$ cat src/tked_pkg.sv
package tked_pkg;

  localparam int READ_BYTES_DEF = 16;
  localparam int HELD_SLOTS_DEF = 8;
  localparam int QUEUE_DEPTH_DEF = 32;

  localparam int CFG_IDX_W = 3;
  localparam logic [CFG_IDX_W-1:0] REG_UP = 3'd0;
  localparam logic [CFG_IDX_W-1:0] REG_DOWN = 3'd1;
  localparam logic [CFG_IDX_W-1:0] REG_LEFT = 3'd2;
  localparam logic [CFG_IDX_W-1:0] REG_RIGHT = 3'd3;
  localparam logic [CFG_IDX_W-1:0] REG_ESC = 3'd4;
  localparam logic [CFG_IDX_W-1:0] REG_ENTER = 3'd5;
  localparam logic [CFG_IDX_W-1:0] REG_CTRL = 3'd6;
  localparam logic [CFG_IDX_W-1:0] REG_FKEY = 3'd7;

  localparam logic [7:0] BYTE_NUL = 8'h00;
  localparam logic [7:0] BYTE_ESC = 8'h1B;
  localparam logic [7:0] BYTE_LF = 8'h0A;
  localparam logic [7:0] BYTE_CR = 8'h0D;

  typedef struct packed {
    logic [7:0] up;
    logic [7:0] down;
    logic [7:0] left;
    logic [7:0] right;
    logic [7:0] esc;
    logic [7:0] enter;
    logic [7:0] ctrl;
    logic [7:0] fkey;
  } cfg_t;

  // key request from the decoder to the held-key table
  typedef struct packed {
    logic       valid;
    logic       press;
    logic [7:0] key;
  } key_req_t;

  // plain byte translation
  function automatic logic [7:0] plain_key(input logic [7:0] b, input logic [7:0] ctrl);
    logic [7:0] r;
    r = b;
    if (b >= 8'h01 && b <= 8'h1A && b != BYTE_LF && b != BYTE_CR) r = ctrl;
    else if (b >= 8'h41 && b <= 8'h5A) r = b + 8'd32;
    return r;
  endfunction

endpackage

$ cat src/tked_if.sv
interface tked_in_if;
  logic       valid;
  logic       ready;
  logic       func;
  logic [7:0] in_byte;
  logic       last_of_read;
  modport source(output valid, func, in_byte, last_of_read, input ready);
  modport sink(input valid, func, in_byte, last_of_read, output ready);
endinterface

interface tked_out_if;
  logic       valid;
  logic       ready;
  logic       event_valid;
  logic [7:0] key_code;
  logic       key_pressed;
  modport source(output valid, event_valid, key_code, key_pressed, input ready);
  modport sink(input valid, event_valid, key_code, key_pressed, output ready);
endinterface

interface tked_cfg_if;
  logic       valid;
  logic       ready;
  logic [2:0] index;
  logic [7:0] data;
  modport source(output valid, index, data, input ready);
  modport sink(input valid, index, data, output ready);
endinterface

$ cat src/terminal_key_event_decoder_top.sv
// Terminal key event decoder.
// Channels: in_ch (func, in_byte, last_of_read), out_ch (event_valid,
// key_code, key_pressed) and cfg_ch (index, data), all valid/ready.
// A byte item (func 0) gives no result; the byte is stored in the read
// buffer. A byte flagged last_of_read starts decode: a sequencer walks the
// stored bytes through one buffer read port, and each key scans the
// held-key table one slot per cycle. The block is not ready until decode
// finishes. A pop item (func 1) returns one result, held in an output
// register until taken; no new item is accepted while it waits, so a
// stalled receiver stalls the input.
// Reset is synchronous: clears the read count, held table, ring pointers
// and restores register reset values.
module terminal_key_event_decoder_top #(
  parameter int READ_BYTES = tked_pkg::READ_BYTES_DEF,
  parameter int HELD_SLOTS = tked_pkg::HELD_SLOTS_DEF,
  parameter int QUEUE_DEPTH = tked_pkg::QUEUE_DEPTH_DEF
) (
  input logic clk,
  input logic rst,
  tked_in_if.sink    in_ch,
  tked_out_if.source out_ch,
  tked_cfg_if.sink   cfg_ch
);
  tked_pkg::cfg_t     cfg;
  tked_pkg::key_req_t req;
  logic dec_busy, held_busy, pop, pop_done, pop_hit, pending, out_full;
  logic [8:0] pop_data;
  logic acc;

  assign in_ch.ready = !dec_busy && !held_busy && !pending && !out_full;
  assign acc = in_ch.valid && in_ch.ready;
  assign pop = acc && in_ch.func;
  assign cfg_ch.ready = 1'b1;

  // configuration registers
  always_ff @(posedge clk) begin
    if (rst) begin
      cfg <= {8'd173, 8'd175, 8'd172, 8'd174, 8'd27, 8'd13, 8'd157, 8'd187};
    end else if (cfg_ch.valid) begin
      case (cfg_ch.index)
        tked_pkg::REG_UP:    cfg.up <= cfg_ch.data;
        tked_pkg::REG_DOWN:  cfg.down <= cfg_ch.data;
        tked_pkg::REG_LEFT:  cfg.left <= cfg_ch.data;
        tked_pkg::REG_RIGHT: cfg.right <= cfg_ch.data;
        tked_pkg::REG_ESC:   cfg.esc <= cfg_ch.data;
        tked_pkg::REG_ENTER: cfg.enter <= cfg_ch.data;
        tked_pkg::REG_CTRL:  cfg.ctrl <= cfg_ch.data;
        tked_pkg::REG_FKEY:  cfg.fkey <= cfg_ch.data;
        default: ;
      endcase
    end
  end

  tked_decode #(.READ_BYTES(READ_BYTES)) u_dec (
    .clk, .rst, .cfg, .wr(acc && !in_ch.func), .wr_byte(in_ch.in_byte),
    .wr_last(in_ch.last_of_read), .busy(dec_busy), .req, .held_busy
  );

  tked_held #(.HELD_SLOTS(HELD_SLOTS), .QUEUE_DEPTH(QUEUE_DEPTH)) u_held (
    .clk, .rst, .req, .busy(held_busy), .pop, .pop_done, .pop_hit, .pop_data
  );

  // output register
  always_ff @(posedge clk) begin
    if (rst) begin
      pending <= 1'b0;
      out_full <= 1'b0;
    end else begin
      if (pop) pending <= 1'b1;
      if (pop_done) begin
        pending <= 1'b0;
        out_full <= 1'b1;
        out_ch.event_valid <= pop_hit;
        out_ch.key_code <= pop_hit ? pop_data[7:0] : 8'd0;
        out_ch.key_pressed <= pop_hit & pop_data[8];
      end else if (out_ch.ready) out_full <= 1'b0;
    end
  end
  assign out_ch.valid = out_full;

`ifndef NO_ASSERTIONS
  a_no_acc_full: assert property (@(posedge clk) disable iff (rst)
    out_full |-> !acc) else $error("item accepted while result waits");
  a_done_pend: assert property (@(posedge clk) disable iff (rst)
    pop_done |-> pending) else $error("pop result without request");
  a_pend_held: assert property (@(posedge clk) disable iff (rst)
    pop |=> pending) else $error("pop not tracked");
`endif
endmodule

$ cat src/tked_held.sv
// Held-key table plus event ring. One request is handled at a time: slot
// scan (one slot per cycle), then a push into the ring memory when the table changes.
module tked_held #(
  parameter int HELD_SLOTS = tked_pkg::HELD_SLOTS_DEF,
  parameter int QUEUE_DEPTH = tked_pkg::QUEUE_DEPTH_DEF
) (
  input  logic               clk,
  input  logic               rst,
  input  tked_pkg::key_req_t req,
  output logic               busy,
  input  logic               pop,
  output logic               pop_done,
  output logic               pop_hit,
  output logic [8:0]         pop_data
);
  localparam int SW = (HELD_SLOTS > 1) ? $clog2(HELD_SLOTS) : 1;
  localparam int QW = $clog2(QUEUE_DEPTH);
  localparam logic [2:0] S_IDLE = 3'd0, S_SCAN = 3'd1, S_PUSH = 3'd2, S_POPRD = 3'd3;

  logic [2:0]    state;
  logic [7:0]    slots [HELD_SLOTS];
  logic [SW:0]   idx;
  logic [SW:0]   free_idx;
  logic          free_found;
  logic          press;
  logic [7:0]    key;
  logic [8:0]    ring [QUEUE_DEPTH];
  logic [QW-1:0] rd_ptr, wr_ptr;
  logic [QW-1:0] wr_ptr_next, rd_ptr_next;
  logic [SW-1:0] cur;

  assign busy = (state != S_IDLE) || req.valid;
  assign cur = idx[SW-1:0];
  assign wr_ptr_next = (wr_ptr == QW'(QUEUE_DEPTH - 1)) ? '0 : wr_ptr + 1'b1;
  assign rd_ptr_next = (rd_ptr == QW'(QUEUE_DEPTH - 1)) ? '0 : rd_ptr + 1'b1;

  // ring memory, registered read
  always_ff @(posedge clk) begin
    if (state == S_PUSH && wr_ptr_next != rd_ptr) ring[wr_ptr] <= {press, key};
    pop_data <= ring[rd_ptr];
  end

  always_ff @(posedge clk) begin
    if (rst) begin
      state <= S_IDLE;
      rd_ptr <= '0;
      wr_ptr <= '0;
      pop_done <= 1'b0;
      pop_hit <= 1'b0;
      for (int s = 0; s < HELD_SLOTS; s++) slots[s] <= 8'd0;
    end else begin
      pop_done <= 1'b0;
      case (state)
        S_IDLE: begin
          if (req.valid) begin
            state <= S_SCAN;
            idx <= '0;
            free_found <= 1'b0;
            press <= req.press;
            key <= req.key;
          end else if (pop) begin
            state <= S_POPRD;
          end
        end
        S_SCAN: begin
          if (idx == (SW+1)'(HELD_SLOTS)) begin
            // press with free slot goes in; otherwise nothing
            if (press && free_found) begin
              slots[free_idx[SW-1:0]] <= key;
              state <= S_PUSH;
            end else begin
              state <= S_IDLE;
            end
          end else if (slots[cur] == key) begin
            if (press) state <= S_IDLE;
            else begin
              slots[cur] <= 8'd0;
              state <= S_PUSH;
            end
          end else begin
            if (!free_found && slots[cur] == 8'd0) begin
              free_found <= 1'b1;
              free_idx <= idx;
            end
            idx <= idx + 1'b1;
          end
        end
        S_PUSH: begin
          if (wr_ptr_next != rd_ptr) wr_ptr <= wr_ptr_next;
          state <= S_IDLE;
        end
        S_POPRD: begin
          pop_done <= 1'b1;
          pop_hit <= rd_ptr != wr_ptr;
          if (rd_ptr != wr_ptr) rd_ptr <= rd_ptr_next;
          state <= S_IDLE;
        end
        default: state <= S_IDLE;
      endcase
    end
  end

`ifndef NO_ASSERTIONS
  a_pop_idle: assert property (@(posedge clk) disable iff (rst)
    pop_done |-> $past(state) == S_POPRD) else $error("pop_done out of sequence");
  a_wr_hold: assert property (@(posedge clk) disable iff (rst)
    (state == S_SCAN) |=> $stable(wr_ptr)) else $error("ring write during scan");
  a_rd_hold: assert property (@(posedge clk) disable iff (rst)
    (state == S_PUSH) |=> $stable(rd_ptr)) else $error("read pointer moved on push");
`endif
endmodule

$ cat src/tked_decode.sv
// Read buffer and parse sequencer: walks the stored bytes one at a time,
// issuing key requests to the held-key table and waiting while it is busy.
module tked_decode #(
  parameter int READ_BYTES = tked_pkg::READ_BYTES_DEF
) (
  input  logic               clk,
  input  logic               rst,
  input  tked_pkg::cfg_t     cfg,
  input  logic               wr,
  input  logic [7:0]         wr_byte,
  input  logic               wr_last,
  output logic               busy,
  output tked_pkg::key_req_t req,
  input  logic               held_busy
);
  localparam int CW = $clog2(READ_BYTES + 1);
  localparam int AW = $clog2(READ_BYTES);
  localparam logic [3:0] D_IDLE = 4'd0, D_FETCH = 4'd1, D_LOOK = 4'd2, D_B1 = 4'd3,
    D_B2 = 4'd4, D_NUM = 4'd5, D_EMIT = 4'd6, D_WAIT = 4'd7, D_SENT = 4'd8;

  logic [7:0]    buffer [READ_BYTES];
  logic [CW-1:0] count, n, pos, j;
  logic [3:0]    state;
  logic [7:0]    rdata, b0, b1;
  logic [CW-1:0] rd_addr;
  logic [6:0]    num;
  logic [7:0]    key;
  logic          press;
  logic [CW:0]   pos_lim;
  logic [7:0]    arrow;
  logic          arrow_hit;
  logic [6:0]    num_next;

  assign busy = state != D_IDLE;
  assign pos_lim = {1'b0, pos} + (CW+1)'(2);

  // buffer memory, registered read
  always_ff @(posedge clk) begin
    if (wr && state == D_IDLE && count < CW'(READ_BYTES)) buffer[count[AW-1:0]] <= wr_byte;
    rdata <= buffer[rd_addr[AW-1:0]];
  end

  always_comb begin
    arrow_hit = 1'b1;
    case (rdata)
      8'h41: arrow = cfg.up;
      8'h42: arrow = cfg.down;
      8'h43: arrow = cfg.right;
      8'h44: arrow = cfg.left;
      default: begin
        arrow = 8'd0;
        arrow_hit = 1'b0;
      end
    endcase
    num_next = (num > 7'd9) ? 7'd99 : 7'(num * 7'd10 + 7'(rdata - 8'h30));
    if (num_next > 7'd99) num_next = 7'd99;
  end

  always_ff @(posedge clk) begin
    if (rst) begin
      state <= D_IDLE;
      count <= '0;
      req <= '0;
    end else begin
      req.valid <= 1'b0;
      case (state)
        D_IDLE: begin
          if (wr) begin
            if (wr_last) begin
              n <= (count < CW'(READ_BYTES)) ? count + 1'b1 : count;
              count <= '0;
              pos <= '0;
              state <= D_FETCH;
            end else if (count < CW'(READ_BYTES)) begin
              count <= count + 1'b1;
            end
          end
        end
        D_FETCH: begin
          if (pos >= n) state <= D_IDLE;
          else begin
            rd_addr <= pos;
            state <= D_LOOK;
          end
        end
        D_LOOK: state <= D_B1;
        D_B1: begin
          b0 <= rdata;
          if (rdata == tked_pkg::BYTE_NUL) begin
            if ({1'b0, pos} + (CW+1)'(1) < {1'b0, n}) begin
              rd_addr <= pos + 1'b1;
              state <= D_SENT;
            end else begin
              pos <= pos + 1'b1;
              state <= D_FETCH;
            end
          end else if (rdata == tked_pkg::BYTE_ESC) begin
            if (pos_lim < {1'b0, n}) begin
              rd_addr <= pos + 1'b1;
              state <= D_B2;
            end else begin
              key <= cfg.esc; press <= 1'b1; pos <= pos + 1'b1; state <= D_EMIT;
            end
          end else if (rdata == tked_pkg::BYTE_CR || rdata == tked_pkg::BYTE_LF) begin
            key <= cfg.enter; press <= 1'b1; pos <= pos + 1'b1; state <= D_EMIT;
          end else begin
            key <= tked_pkg::plain_key(rdata, cfg.ctrl);
            press <= 1'b1; pos <= pos + 1'b1; state <= D_EMIT;
          end
          num <= '0;
        end
        D_SENT: begin
          // rdata is valid in the cycle after the address; wait via b1 flag
          if (b1 == 8'hFF) begin
            key <= tked_pkg::plain_key(rdata, cfg.ctrl);
            press <= 1'b0; pos <= pos + CW'(2); state <= D_EMIT; b1 <= 8'd0;
          end else b1 <= 8'hFF;
        end
        D_B2: begin
          if (b1 == 8'hFF) begin
            b1 <= 8'd0;
            if (rdata == 8'h5B || rdata == 8'h4F) begin
              b0 <= rdata;
              rd_addr <= pos + CW'(2);
              j <= pos + CW'(2);
              state <= D_NUM;
            end else begin
              key <= cfg.esc; press <= 1'b1; pos <= pos + 1'b1; state <= D_EMIT;
            end
          end else b1 <= 8'hFF;
        end
        D_NUM: begin
          if (b1 != 8'hFF) b1 <= 8'hFF;
          else if (b0 == 8'h4F) begin
            b1 <= 8'd0; press <= 1'b1; state <= D_EMIT;
            if (arrow_hit) begin key <= arrow; pos <= pos + CW'(3); end
            else if (rdata >= 8'h50 && rdata <= 8'h53) begin
              key <= cfg.fkey + (rdata - 8'h50); pos <= pos + CW'(3);
            end else begin key <= cfg.esc; pos <= pos + 1'b1; end
          end else if (j == pos + CW'(2) && arrow_hit) begin
            b1 <= 8'd0; press <= 1'b1; key <= arrow; pos <= pos + CW'(3); state <= D_EMIT;
          end else if (rdata >= 8'h30 && rdata <= 8'h39) begin
            num <= num_next;
            b1 <= 8'd0;
            if (j + 1'b1 < n) begin
              j <= j + 1'b1; rd_addr <= j + 1'b1;
            end else begin
              pos <= pos + 1'b1; state <= D_FETCH;
            end
          end else begin
            b1 <= 8'd0;
            if (rdata == 8'h7E) begin
              press <= 1'b1; pos <= j + 1'b1; state <= D_EMIT;
              if (num >= 7'd11 && num <= 7'd15) key <= cfg.fkey + 8'(num - 7'd11);
              else if (num >= 7'd17 && num <= 7'd21) key <= cfg.fkey + 8'(num - 7'd12);
              else key <= 8'd0;
            end else begin
              pos <= pos + 1'b1; state <= D_FETCH;
            end
          end
        end
        D_EMIT: begin
          if (key != 8'd0) begin
            req.valid <= 1'b1; req.press <= press; req.key <= key;
            state <= D_WAIT;
          end else state <= D_FETCH;
        end
        D_WAIT: if (!held_busy) state <= D_FETCH;
        default: state <= D_IDLE;
      endcase
      if (state == D_IDLE) b1 <= 8'd0;
    end
  end

`ifndef NO_ASSERTIONS
  a_req_key: assert property (@(posedge clk) disable iff (rst)
    req.valid |-> req.key != 8'd0) else $error("zero key requested");
  a_req_wait: assert property (@(posedge clk) disable iff (rst)
    req.valid |-> state == D_WAIT) else $error("request outside wait");
  a_count: assert property (@(posedge clk) disable iff (rst)
    count <= CW'(READ_BYTES)) else $error("read count overflow");
`endif
endmodule
$ cat src/flat_wrapper.sv
// flat-port wrapper written by rule: the top's interface ports become plain ports
module terminal_key_event_decoder_top_flat 
#(
  parameter int READ_BYTES = tked_pkg::READ_BYTES_DEF,
  parameter int HELD_SLOTS = tked_pkg::HELD_SLOTS_DEF,
  parameter int QUEUE_DEPTH = tked_pkg::QUEUE_DEPTH_DEF
)
  (clk, rst, in_ch_valid, in_ch_func, in_ch_in_byte, in_ch_last_of_read, in_ch_ready, out_ch_valid, out_ch_event_valid, out_ch_key_code, out_ch_key_pressed, out_ch_ready, cfg_ch_valid, cfg_ch_index, cfg_ch_data, cfg_ch_ready);
  tked_in_if in_ch_i ();
  tked_out_if out_ch_i ();
  tked_cfg_if cfg_ch_i ();
  input logic clk;
  input logic rst;
  input wire logic [$bits(in_ch_i.valid)-1:0] in_ch_valid;
  input wire logic [$bits(in_ch_i.func)-1:0] in_ch_func;
  input wire logic [$bits(in_ch_i.in_byte)-1:0] in_ch_in_byte;
  input wire logic [$bits(in_ch_i.last_of_read)-1:0] in_ch_last_of_read;
  output wire logic [$bits(in_ch_i.ready)-1:0] in_ch_ready;
  output wire logic [$bits(out_ch_i.valid)-1:0] out_ch_valid;
  output wire logic [$bits(out_ch_i.event_valid)-1:0] out_ch_event_valid;
  output wire logic [$bits(out_ch_i.key_code)-1:0] out_ch_key_code;
  output wire logic [$bits(out_ch_i.key_pressed)-1:0] out_ch_key_pressed;
  input wire logic [$bits(out_ch_i.ready)-1:0] out_ch_ready;
  input wire logic [$bits(cfg_ch_i.valid)-1:0] cfg_ch_valid;
  input wire logic [$bits(cfg_ch_i.index)-1:0] cfg_ch_index;
  input wire logic [$bits(cfg_ch_i.data)-1:0] cfg_ch_data;
  output wire logic [$bits(cfg_ch_i.ready)-1:0] cfg_ch_ready;
  assign in_ch_i.valid = in_ch_valid;
  assign in_ch_i.func = in_ch_func;
  assign in_ch_i.in_byte = in_ch_in_byte;
  assign in_ch_i.last_of_read = in_ch_last_of_read;
  assign in_ch_ready = in_ch_i.ready;
  assign out_ch_valid = out_ch_i.valid;
  assign out_ch_event_valid = out_ch_i.event_valid;
  assign out_ch_key_code = out_ch_i.key_code;
  assign out_ch_key_pressed = out_ch_i.key_pressed;
  assign out_ch_i.ready = out_ch_ready;
  assign cfg_ch_i.valid = cfg_ch_valid;
  assign cfg_ch_i.index = cfg_ch_index;
  assign cfg_ch_i.data = cfg_ch_data;
  assign cfg_ch_ready = cfg_ch_i.ready;
  terminal_key_event_decoder_top #(.READ_BYTES(READ_BYTES), .HELD_SLOTS(HELD_SLOTS), .QUEUE_DEPTH(QUEUE_DEPTH)) u_core (.clk(clk), .rst(rst), .in_ch(in_ch_i), .out_ch(out_ch_i), .cfg_ch(cfg_ch_i));
endmodule
$ cat config.mk
export PLATFORM = sky130hd
export DESIGN_NAME = terminal_key_event_decoder_top_flat
export DESIGN_NICKNAME = d
export VERILOG_FILES = /design/src/tked_pkg.sv /design/src/tked_if.sv /design/src/terminal_key_event_decoder_top.sv /design/src/tked_held.sv /design/src/tked_decode.sv /design/src/flat_wrapper.sv
export SDC_FILE = /design/constraint.sdc
export NUM_CORES = 1
export LEC_CHECK = 0
export BUFFER_PORTS_ARGS = -buffer_cell sky130_fd_sc_hd__buf_2
export CAP_MARGIN = 15
export CORE_MARGIN = 5
export CORE_UTILIZATION = 40
export DETAILED_ROUTE_END_ITERATION = 16
export MAX_ROUTING_LAYER = met4
export PLACE_DENSITY = 0.62
export REMOVE_ABC_BUFFERS = 1
export SYNTH_ARGS = -nofsm -noshare
export SYNTH_HDL_FRONTEND = slang
export SYNTH_SLANG_ARGS = --single-unit
$ cat constraint.sdc
create_clock -name clk -period 3.94 [get_ports clk]
set_input_delay 0.985 -clock clk [delete_from_list [all_inputs] [get_ports clk]]
set_output_delay 0.985 -clock clk [all_outputs]
set_load 0.005 [all_outputs]
==> results.py <==
metrics = {
    "yosys": {
        "syn_inst": 2088,
        "synth-main-ff-cell": "edfxtp_1",
        "synthTopCellsByArea": "edfxtp_1, mux4_2, dfxtp_1",
        "async_reset_ff_share_pct": 0,
        "synth_warnings": 0,
        "ys_types": 79,
        "syn_area_um2": 30090,
        "postSynthAreaPerCell_um2": 14.41,
        "synth-seq-cells": 670,
        "synth_top_cell_area_share_pct": 54.99,
        "synth_edf_count": 551,
        "ys_seq_area_share_pct": 62.90,
        "yosysTopAreaCell": "edfxtp_1",
    },
    "grt": {
        "antenna_found_initial": 1,
        "grt_max_degree": 53,
        "grt_pass1_vias": 17800,
        "grtUsageTotal_pct": 17.71,
        "grt.overflow.total": 0,
        "grt_pass1_wl_um": 109000,
    },
    "place": {
        "dpl.cell_count": 3065,
        "dp_hpwl_um": 48090,
        "gp_congestion": 0.8848,
        "io_buffer_count": 37,
        "post-place-ws_ns": 0.1183,
    },
    "drt": {
        "viasPerCell": 5.588,
        "drt-initial-drc-count": 1613,
        "wl_per_cell_um": 22.13,
        "drt_pre_antenna_iters": 9,
        "drc": 0,
        "postRouteAntennaNets": 0,
        "vias": 17880,
        "routed_wl_um": 70800,
    },
    "clocking": {
        "cts_setup_buffers": 0,
        "root_buffer": "clkbuf_16",
        "clock_latency_ns": 0.62,
        "clk_path_buf_depth": 3,
        "hold_buffers": 0,
        "clk_pin_slew_worst_paths_ns": 0.06,
        "clock_sinks": 670,
        "cts.repair.resized": 0,
        "cts_tree": "built",
        "cts_buffers": 72,
        "htreeDepth": 3,
    },
    "timing": {
        "tightest_slew_ns": 1.127,
        "clock_skew_ns": 0.03532,
        "finalHoldViolCount": 0,
        "setup_viol": 0,
        "worst_slack_ns": 0.3355,
        "max_freq_ghz": 0.2774,
        "slew_violations": 0,
        "finalCritPeriodShare_pct": 91.49,
        "max_slew_margin_pct": 24.37,
        "fin_crit_ns": 3.605,
        "grt_setup_unrepaired": "no",
    },
    "die": {
        "coreArea_um2": 74570,
        "initial_utilization_pct": 40.35,
        "die_y_um": 284.3,
        "die_w_um": 284.3,
        "num_rows": 100,
        "pin_count": 39,
        "die-area_um2": 80810,
    },
    "worst_setup_path": {
        "crit_arrival_ns": 3.86,
        "crit_path_start_kind": "flip-flop",
        "crit_required_ns": 4.20,
        "endpoint": "u_core.u_held.slots[0][3]",
        "r2r_end": "u_core.u_held.slots[0][3]",
        "worst_setup_path_end_kind": "flip-flop",
        "crit_type": "reg2reg",
        "r2r_slack_ns": 0.34,
        "critPathMaxFanout": 9,
        "r2r_cells": 8,
    },
    "run_status": {
        "status": "finished clean",
    },
    "flow_run": {
        "drv_cap": 0,
    },
    "hold_path": {
        "hold_path_class": "reg2reg",
    },
    "finish": {
        "final_nets": 2281,
        "drive_above_1_share_pct": 18.52,
        "fin_util_pct": 45.64,
        "syn_to_final_growth_pct": 13.09,
        "final_cells": 3200,
    },
    "pwr": {
        "power_leakage_nw": 11.95,
        "power.density_nw_per_um2": 528.9,
        "peakVddDrop_mv": 0.3768,
    },
}
-- flip-flops by register name (all words and copies together) (netlist names), 7 cells and up, named ones only --
register and flops:
u_core.u_dec.rdata 8, u_core.u_dec.buffer 128, u_core.u_held.ring 288, u_core.u_held.slots 64, u_core.out_ch.key_code 8, u_core.u_held.key 8
u_core.u_dec.num 7, u_core.u_dec.req 10, u_core.u_dec.key 8, u_core.u_held.pop_data 9, u_core.cfg 64, u_core.u_dec.b0 8
-- through the flow --
step | setup TNS (ns) | instance area, µm² | hold slack, ns | power (mW)
floorplan | -347.68 | 29570 | 0.4018 | 10.39
global placement | 0 | 31660 | 0.4125 | 11.42
detailed placement | 0 | 31660 | 0.4172 | 11.45
CTS | 0 | 34020 | 0.4307 | 18.14
global route | 0 | 34030 | 0.4487 | 18.84
finish | 0 | 34030 | 0.4302 | 18.00
-- worst min-delay path by stage --
stage                                    from                   end  cells after the start
after floorplan           u_core.u_dec.req[2]  u_core.u_held.key[2]                      0
after global placement    u_core.u_dec.req[8]   u_core.u_held.press                      0
after detailed placement  u_core.u_dec.req[2]  u_core.u_held.key[2]                      0
after CTS                 u_core.u_dec.req[2]  u_core.u_held.key[2]                      0
after global routing      u_core.u_dec.req[2]  u_core.u_held.key[2]                      0
final                     u_core.u_dec.req[2]  u_core.u_held.key[2]                      0
-- synth_stat cells (25+ instances only) --
library cell  count
nand2_1         144
xnor2_1          37
nand3_1          41
nand2b_1         25
dfxtp_1         119
nor3_1           32
ha_1             80
mux2i_1          67
a21oi_1          76
and3_1           72
clkbuf_1         86
inv_1            68
edfxtp_1        551
o21ai_0          54
nor2_1          156
and2_1           26
mux4_2          142
-- worst max-delay path, cell delays in order (launching register included) --
cell and delay, ns:
dfxtp_1 0.63, buf_4 0.26, mux4_2 0.48, nand2b_1 0.18, a21oi_1 0.14, o21bai_1 0.12, nor4_4 0.50, nor3b_4 0.45
a311o_1 0.50
-- cell type report --
class                      count  area (µm²)
tap                          969        1212
antenna                        1       2.502
inverter                      70       262.8
clock buffer                  93        1952
sequential                   670       18940
timing repair buffer         126       865.8
fill                        6533       40540
clock inverter                41       411.6
multi-input combinational   1230       10390
-- power breakdown --
part / total (mW) / switching, mW / leakage, nW / internal, mW
logic: 3.07 / 1.74 / 4.75 / 1.33
clock network: 6.66 / 2.83 / 1.15 / 3.82
registers: 8.27 / 0.377 / 6.05 / 7.90
-- placed cells by master, fill, tap and decap left out, drive strengths merged, types with 13 or more instances in the layout --
cell type / Yosys / layout
xnor2: 37 / 37
a221oi: 15 / 15
dfxtp: 119 / 119
nand2b: 25 / 25
o211ai: 13 / 13
a22oi: 18 / 18
and3: 72 / 72
xor2: 17 / 17
nand2: 144 / 144
mux2i: 67 / 67
clkinv: 2 / 31
nor2b: 16 / 16
edfxtp: 551 / 551
or3: 17 / 17
ha: 80 / 80
nor2: 156 / 156
nor3: 33 / 33
nand3: 41 / 41
clkbuf: 86 / 93
o21ai: 55 / 55
mux4: 142 / 142
buf: 32 / 126
a21oi: 76 / 76
inv: 68 / 73
a21o: 13 / 13
nor4: 13 / 13
and2: 26 / 26
-- routing by layer --
metal  wire, µm  up-vias  track usage [%]
met5          0        -                -
met3       4103      102            3.125
met1      30390     9005            23.75
met4       1495        0            4.258
li1           -     8197                -
met2      34810      576            28.45
-- cells by family after synthesis --
| family | count (synthesis) | share of synthesized area [%] |
|---|---|---|
| flops | 670 | 62.90 |
| simple gates | 587 | 9.701 |
| compound gates | 282 | 6.254 |
| mux | 221 | 13.31 |
| buf+inv | 188 | 2.595 |
| fa+ha+maj | 85 | 3.659 |
| xor+xnor | 54 | 1.572 |
| other cells | 1 | 0.01246 |
(Power assumes the default switching activity.)
